### src/rtl/memory_value_scan_filter_top_defines.svh
// assertion macros shared by the memory value scan filter rtl
// no dependencies; included by files that carry concurrent checks
`ifndef MEMORY_VALUE_SCAN_FILTER_TOP_DEFINES_SVH
`define MEMORY_VALUE_SCAN_FILTER_TOP_DEFINES_SVH

// antecedent implies consequent in the same cycle
`define MVSF_ASSERT_SAME(label, clk, rst, ante, cons, msg) \
  label: assert property (@(posedge clk) disable iff (rst) (ante) |-> (cons)) \
    else $error(msg);

// antecedent implies consequent in the next cycle
`define MVSF_ASSERT_NEXT(label, clk, rst, ante, cons, msg) \
  label: assert property (@(posedge clk) disable iff (rst) (ante) |=> (cons)) \
    else $error(msg);

`endif

### src/rtl/mvsf_pkg.sv
// shared types, constants and helpers of the memory value scan filter
// no dependencies; imported by every module of the block
package mvsf_pkg;

  localparam int IDX_W       = 12;
  localparam int VAL_W       = 32;
  localparam int COUNT_W     = 13;
  localparam int EB_W        = 3;
  localparam int CFG_ADDR_W  = 2;
  localparam int CFG_DATA_W  = 32;
  localparam int MAX_STORE   = 2 ** IDX_W;
  localparam int REGION_ELEMENTS_DEF = 4096;

  localparam logic [COUNT_W-1:0] COUNT_RESET = 13'd4096;
  localparam logic [COUNT_W-1:0] COUNT_MAX   = 13'd8191;
  localparam logic [VAL_W-1:0]   BYTE_MASK   = 32'h0000_00ff;
  localparam logic [EB_W-1:0]    EB_RESET    = 3'd4;
  localparam logic [EB_W-1:0]    EB_ONE      = 3'd1;
  localparam logic [EB_W-1:0]    EB_TWO      = 3'd2;

  // configuration register indexes
  localparam logic [CFG_ADDR_W-1:0] REG_SEARCH_MODE   = 2'd0;
  localparam logic [CFG_ADDR_W-1:0] REG_COMPARE_VALUE = 2'd1;
  localparam logic [CFG_ADDR_W-1:0] REG_ELEMENT_BYTES = 2'd2;

  typedef enum logic [1:0] {
    MODE_ANY   = 2'd0,
    MODE_EQUAL = 2'd1,
    MODE_INC   = 2'd2,
    MODE_DEC   = 2'd3
  } search_mode_t;

  typedef struct packed {
    search_mode_t      search_mode;
    logic [VAL_W-1:0]  compare_value;
    logic [EB_W-1:0]   element_bytes;
  } cfg_t;

  typedef struct packed {
    logic               still_candidate;
    logic [COUNT_W-1:0] match_count;
    logic               pass_skipped;
    logic               pass_done;
  } out_item_t;

  function automatic logic [VAL_W-1:0] width_mask(input logic [EB_W-1:0] eb);
    logic [VAL_W-1:0] m;
    if (eb == EB_ONE) begin
      m = BYTE_MASK;
    end else if (eb == EB_TWO) begin
      m = (BYTE_MASK << 8) | BYTE_MASK;
    end else begin
      m = '1;
    end
    return m;
  endfunction

endpackage

### src/rtl/mvsf_update.sv
// per-element filter decision, pass bookkeeping and running count
// depends on mvsf_pkg
module mvsf_update #(
  parameter int REGION_ELEMENTS = mvsf_pkg::REGION_ELEMENTS_DEF
) (
  input  logic                         clk,
  input  logic                         rst,
  input  mvsf_pkg::cfg_t               cfg,
  input  logic                         advance,
  input  logic [mvsf_pkg::IDX_W-1:0]   element_index,
  input  logic [mvsf_pkg::VAL_W-1:0]   element_value,
  input  logic                         first_of_pass,
  input  logic                         last_of_pass,
  input  logic [mvsf_pkg::VAL_W-1:0]   snap_old,
  input  logic                         cand_old,
  output logic                         wr_en,
  output logic [mvsf_pkg::VAL_W-1:0]   wr_snap,
  output logic                         wr_cand,
  output mvsf_pkg::out_item_t          result
);
  import mvsf_pkg::*;

  logic               skip_active, skip_active_next;
  logic [COUNT_W-1:0] running_count, running_count_next;
  logic [COUNT_W-1:0] previous_pass_count, previous_pass_count_next;

  logic [VAL_W-1:0]   mask, val, prev;
  logic [COUNT_W-1:0] count_base;
  logic               in_range, hit, count_inc, cand_new, still;

  assign in_range = (32'(element_index) < REGION_ELEMENTS);
  assign mask     = width_mask(cfg.element_bytes);
  assign val      = element_value & mask;
  assign prev     = snap_old & mask;

  always_comb begin
    unique case (cfg.search_mode)
      MODE_EQUAL: hit = (val == (cfg.compare_value & mask));
      MODE_INC:   hit = (val > prev);
      MODE_DEC:   hit = (val < prev);
      default:    hit = 1'b1;
    endcase
  end

  always_comb begin
    skip_active_next = first_of_pass ? (previous_pass_count == '0) : skip_active;
    count_base       = first_of_pass ? '0 : running_count;

    cand_new  = cand_old;
    count_inc = 1'b0;
    if (cfg.search_mode == MODE_ANY) begin
      cand_new  = 1'b1;
      count_inc = 1'b1;
    end else if (cand_old) begin
      cand_new  = hit;
      count_inc = hit;
    end

    wr_en = in_range && !skip_active_next;

    priority if (!in_range) begin
      still = 1'b0;
    end else if (skip_active_next) begin
      still = cand_old;
    end else begin
      still = cand_new;
    end

    if (wr_en && count_inc && (count_base != COUNT_MAX)) begin
      running_count_next = count_base + 1'b1;
    end else begin
      running_count_next = count_base;
    end

    previous_pass_count_next = previous_pass_count;
    if (last_of_pass && !skip_active_next) begin
      previous_pass_count_next = running_count_next;
    end
  end

  assign wr_snap = val;
  assign wr_cand = cand_new;

  assign result.still_candidate = still;
  assign result.match_count     = running_count_next;
  assign result.pass_skipped    = skip_active_next;
  assign result.pass_done       = last_of_pass;

  always_ff @(posedge clk) begin
    if (rst) begin
      skip_active         <= 1'b0;
      running_count       <= COUNT_RESET;
      previous_pass_count <= COUNT_RESET;
    end else if (advance) begin
      skip_active         <= skip_active_next;
      running_count       <= running_count_next;
      previous_pass_count <= previous_pass_count_next;
    end
  end

endmodule

### config.mk
export PLATFORM = sky130hd
export DESIGN_NAME = mvsf_update
export DESIGN_NICKNAME = d
export VERILOG_FILES = /design/src/rtl/memory_value_scan_filter_top_defines.svh /design/src/rtl/mvsf_pkg.sv /design/src/rtl/mvsf_update.sv
export SDC_FILE = /design/constraint.sdc
export NUM_CORES = 1
export LEC_CHECK = 0
export ABC_AREA = 1
export BUFFER_PORTS_ARGS = -buffer_cell sky130_fd_sc_hd__clkbuf_2
export CORE_MARGIN = 3
export CORE_UTILIZATION = 30
export DETAILED_ROUTE_END_ITERATION = 6
export GPL_TIMING_DRIVEN = 0
export PLACE_DENSITY = 0.62
export SETUP_SLACK_MARGIN = 0.15
export SYNTH_ARGS = -nofsm -noshare
export SYNTH_HDL_FRONTEND = slang
export SYNTH_SLANG_ARGS = --single-unit
### constraint.sdc
create_clock -name clk -period 5.6 [get_ports clk]
set_input_delay 0.56 -clock clk [delete_from_list [all_inputs] [get_ports clk]]
set_output_delay 0.56 -clock clk [all_outputs]
set_load 0.02 [all_outputs]
# Word-level counts from Yosys, hierarchy flattened
# Index checks and enable logic that the tools add are counted.
op_classes:
  n_addsub: 1
  order_cmp: 2
  eq_ne: 7
  mux: 9
  bitwise: 3
  n_reduce_logical: 7
op_table:
  columns: ["operator", "n"]
  rows:
  - ["$and 32x32->32", 3]
  - ["$mux 32", 2]
  - ["$eq 32x32->1", 1]
  - ["$gt 32x32->1", 1]
  - ["$lt 32x32->1", 1]
  - ["$mux 13", 2]
  - ["$add 13x1->13 const B", 1]
  - ["$logic_not 13->1", 1]
  - ["$ne 13x13->1 const B", 1]
  - ["$eq 2x2->1 const B", 2]
  - ["$mux 1", 4]
  - ["$eq 3x1->1 const B", 1]
  - ["$eq 3x2->1 const B", 1]
  - ["$logic_and 1x1->1", 3]
  - ["$pmux 1 s3", 1]
  - ["$eq 2x1->1 const B", 1]
  - ["$logic_not 2->1", 1]
  - ["$reduce_and 2->1", 1]
  - ["$logic_not 1->1", 1]
totals:
  reg_bits: 27
  input_bits: 119
  elab_cells: 32

# Depth between registers and ports, before layout
depth:
  ltp_word: 11
  depth_mapped: 25
  mapped_depth_nobuf: 24

# Worst setup path before layout
# OpenSTA, ideal clock, no wires.
synth_path:
  kind: "input-to-output"
  start: "in cfg[2] in the netlist's numbering"
  end: "out result[4] in the netlist's numbering"
  arrival_ns: 2.999
  required_time_ns: 5.040
  path_slack_ns: 2.041
  stages: 19
  path_cell_list: "inv_1 nand3_1 nand2_4 clkbuf_1 nor2_1 ha_1 nand2_1 nor2_1 nand2_1 nor4_2 nand2_1 nand2_1 nand3_1 nand3_1 nand2_2 nand2_4 buf_6 nand4_1 nand2_1"
synth_rtl:
  columns: ["item", "line", "text"]
  rows:
  - ["start: declaration", "mvsf_update.sv:8", "input mvsf_pkg::cfg_t cfg,"]
  - ["end: declaration", "mvsf_update.sv:19", "output mvsf_pkg::out_item_t result"]

==> flow_summary.yaml <==
drt:
  ant_nets: 0
  wl_mm: 10.37
  routed_via_density: 4.414
  drc: 0
  dr_total_vias: 3831
  first_pass_iters: 4
  wl_per_cell_um: 11.95
  drtIter0Drc: 133
power:
  clkPwrFrac_pct: 23.5
  p_per_area_nw_per_um2: 155.3
  p_comb_share_pct: 46.5
  p_int_uw: 433.6
  switching_share_pct: 38.44
  pwr-share-seq_pct: 29.9
  p_leak_uw: 0.002736
  switching_power_uw: 270.7
  ir_drop_v: 0.0001274
floorplan:
  std_cell_rows: 38
  die_height_um: 114.0
  core_area_sq_um: 11130
  io_pins: 169
  die_w_um: 114.0
  initial_core_util_pct: 31.47
  die-area_sq_um: 13000
timing:
  slew_viol_final: 0
  skew_ns: 0.002869
  whs_ns: 0.5012
  max_freq_mhz: 243.6
  finalHoldViolCount: 0
  setup_violations: 0
  finalCritPeriodShare_pct: 73.31
  maxSlewHeadroom_pct: 64.19
  setup-tns-final_ns: 0
  rsz0062_at_grt: "no"
  period_minus_slack_ns: 4.105
  worst_pin_slew_ns: 0.5371
worst_setup_path:
  cp_max_fo: 10
  r2r_start: "running_count[1]"
  reg2reg_depth: 11
  critPathCapture: "result[3]"
  startpoint_type: "input pin"
  r2r_end: "previous_pass_count[7]"
  crit_required_ns: 5.04
  arrival_ns: 3.55
  critPathKind: "input pin to primary output"
  crit_start: "cfg[0]"
  worstSetupEndpointType: "primary output"
  r2r_slack_ns: 3.58
clock_network:
  cts_setup_buffers: 0
  cts_root_buffer: "clkbuf_16"
  cts_tree: "built"
  clock-sinks: 27
  cts_max_level: 1
  clk_latency_ns: 0.26
  post_cts_resized: 0
  ctsHoldBuffers: 0
  clock_tree.buffer_depth: 2
  path_clk_slew_ns: 0.07
  cts_buffers: 3
layout:
  finish.instance_area_sq_um: 4536
  nNetsFinal: 881
  fillers: 1289
  fin_util_pct: 40.77
  area_delta_synth_final_pct: 29.56
  mostFrequentLayoutCell: "clkbuf_2"
  drive_gt1_share_pct: 29.53
  mostFrequentLayoutCells: "clkbuf_2, nand2_1, inv_1, nor2_1, nand3_1"
  finalNonFillerCells: 868
  antennaDiodeCount: 0
placed_design:
  gp_congestion: 0.8501
  dpl.hpwl_mm: 9.030
  place_area_sq_um: 4457
  io_buffers: 156
  dpl.cell_count: 864
grt:
  grt_overflow_total: 0
  first_global_vias: 3631
  antenna_found_initial: 0
  grt_first_pass_wirelength_mm: 16.97
  grt_max_degree: 15
  grt_usage_pct: 15.74
logic_synthesis:
  synth_xor_area_share_pct: 5.004
  syn_area_sq_um: 3501
  synth_top_family_by_area: "simple AND/OR/NAND/NOR gates"
  synth_top_area_share_pct: 15.76
  syn_area_per_cell_sq_um: 6.163
  synthMuxAreaShare_pct: 0
  synth-seq-cells: 27
  syn_inst: 568
  synth_nets: 720
  yosysTopAreaCell: "nand2_1"
  synth_adder_area_share_pct: 11.79
  yosysSeqAreaShare_pct: 15.44
  yosys.area_share.simple_pct: 40.78
  synth_area_leaders: "nand2_1, dfxtp_1, ha_1"
  yosys_warnings: 0
  synth_compound_area_share_pct: 10.65
  synth_cell_types: 34
run:
  maxCapViolCount: 0
worst_hold_path:
  whs_path_depth: 2
  hp-class: "flip-flop to flip-flop"
outcome:
  outcome: "finished, final reports clean"
==> routing by layer <==
metal	track usage (%)	up-vias	share of wire, %
li1	-	2115	-
met1	20.70	1644	46
met2	28.81	70	49
met3	1.857	2	3.9
met4	0.9501	0	0.35
met5	0	-	0
==> power groups by stage <==
stage / sequential [uW] / combinational [uW] / clock [uW]
4_1_cts: 211 / 331 / 173
2_1_floorplan: 213 / 220 / 0
6_report: 211 / 328 / 166
3_5_place_dp: 215 / 329 / 0
3_3_place_gp: 215 / 329 / 0
5_1_grt: 212 / 370 / 179
==> state kept, by name, summed over array words and instances, names as in the netlist <==
name,flops
skip_active,1
previous_pass_count,13
running_count,13
==> how the worst min path moves through the flow <==
stage	startpoint	end
global placement	previous_pass_count[12]	previous_pass_count[12]
detailed placement	previous_pass_count[12]	previous_pass_count[12]
finish	previous_pass_count[12]	previous_pass_count[12]
global route	previous_pass_count[12]	previous_pass_count[12]
CTS	previous_pass_count[12]	previous_pass_count[12]
floorplan	previous_pass_count[12]	previous_pass_count[12]
==> cells in the mapped netlist (all sizes together) <==
cell type and count:
buf 18, nor4 4, or2 1, nor3 4
nand2 161, nand4 21, inv 105, o21ai 16
a21o 1, clkbuf 7, nor2 57, a21oi 35
o21a 10, o22ai 5, xor2 6, ha 33
xnor2 14, dfxtp 27, nand3 40, nand3b 3
==> critical path: stages <==
cell	delay, ns
clkbuf_2	0.09
inv_2	0.05
nor2_2	0.04
nand2_4	0.11
nand2_4	0.10
inv_1	0.20
clkbuf_1	0.33
nand2_1	0.10
ha_1	0.31
nand2_1	0.07
nor2_1	0.11
nand2_1	0.09
nor4_2	0.24
nand2_1	0.13
nand2_1	0.07
nand3_1	0.07
nand3_1	0.09
nand2_2	0.06
nand2_4	0.11
buf_6	0.15
nand4_1	0.15
nand2_1	0.13
clkbuf_2	0.17
==> layout make-up <==
| cell class | instances | area, sq um | share of cell area, % |
|---|---|---|---|
| buffer | 25 | 177.7 | 3.917 |
| clock buffer | 4 | 78.83 | 1.738 |
| inverter | 105 | 394.1 | 8.690 |
| multi-input combinational | 411 | 2389 | 52.66 |
| sequential | 27 | 540.5 | 11.92 |
| tap | 140 | 175.2 | 3.862 |
| timing repair buffer | 156 | 780.7 | 17.21 |
==> stage by stage <==
step	setup WS (ns)	power, uW
after CTS	1.466	714.8
after global routing	1.138	760.7
after floorplan	2.041	432.9
final	1.495	704.3
after detailed placement	1.474	544.5
after global placement	1.477	543.3
==> cells by family (layout without fill, tap and decap cells) <==
group           after synthesis  after routing
xor+xnor                     20             20
buf+inv                     130            290
flops                        27             27
fa+ha+maj                    33             33
compound gates               67             67
simple gates                291            291
Note: power is estimated with default switching activity, not from simulation.
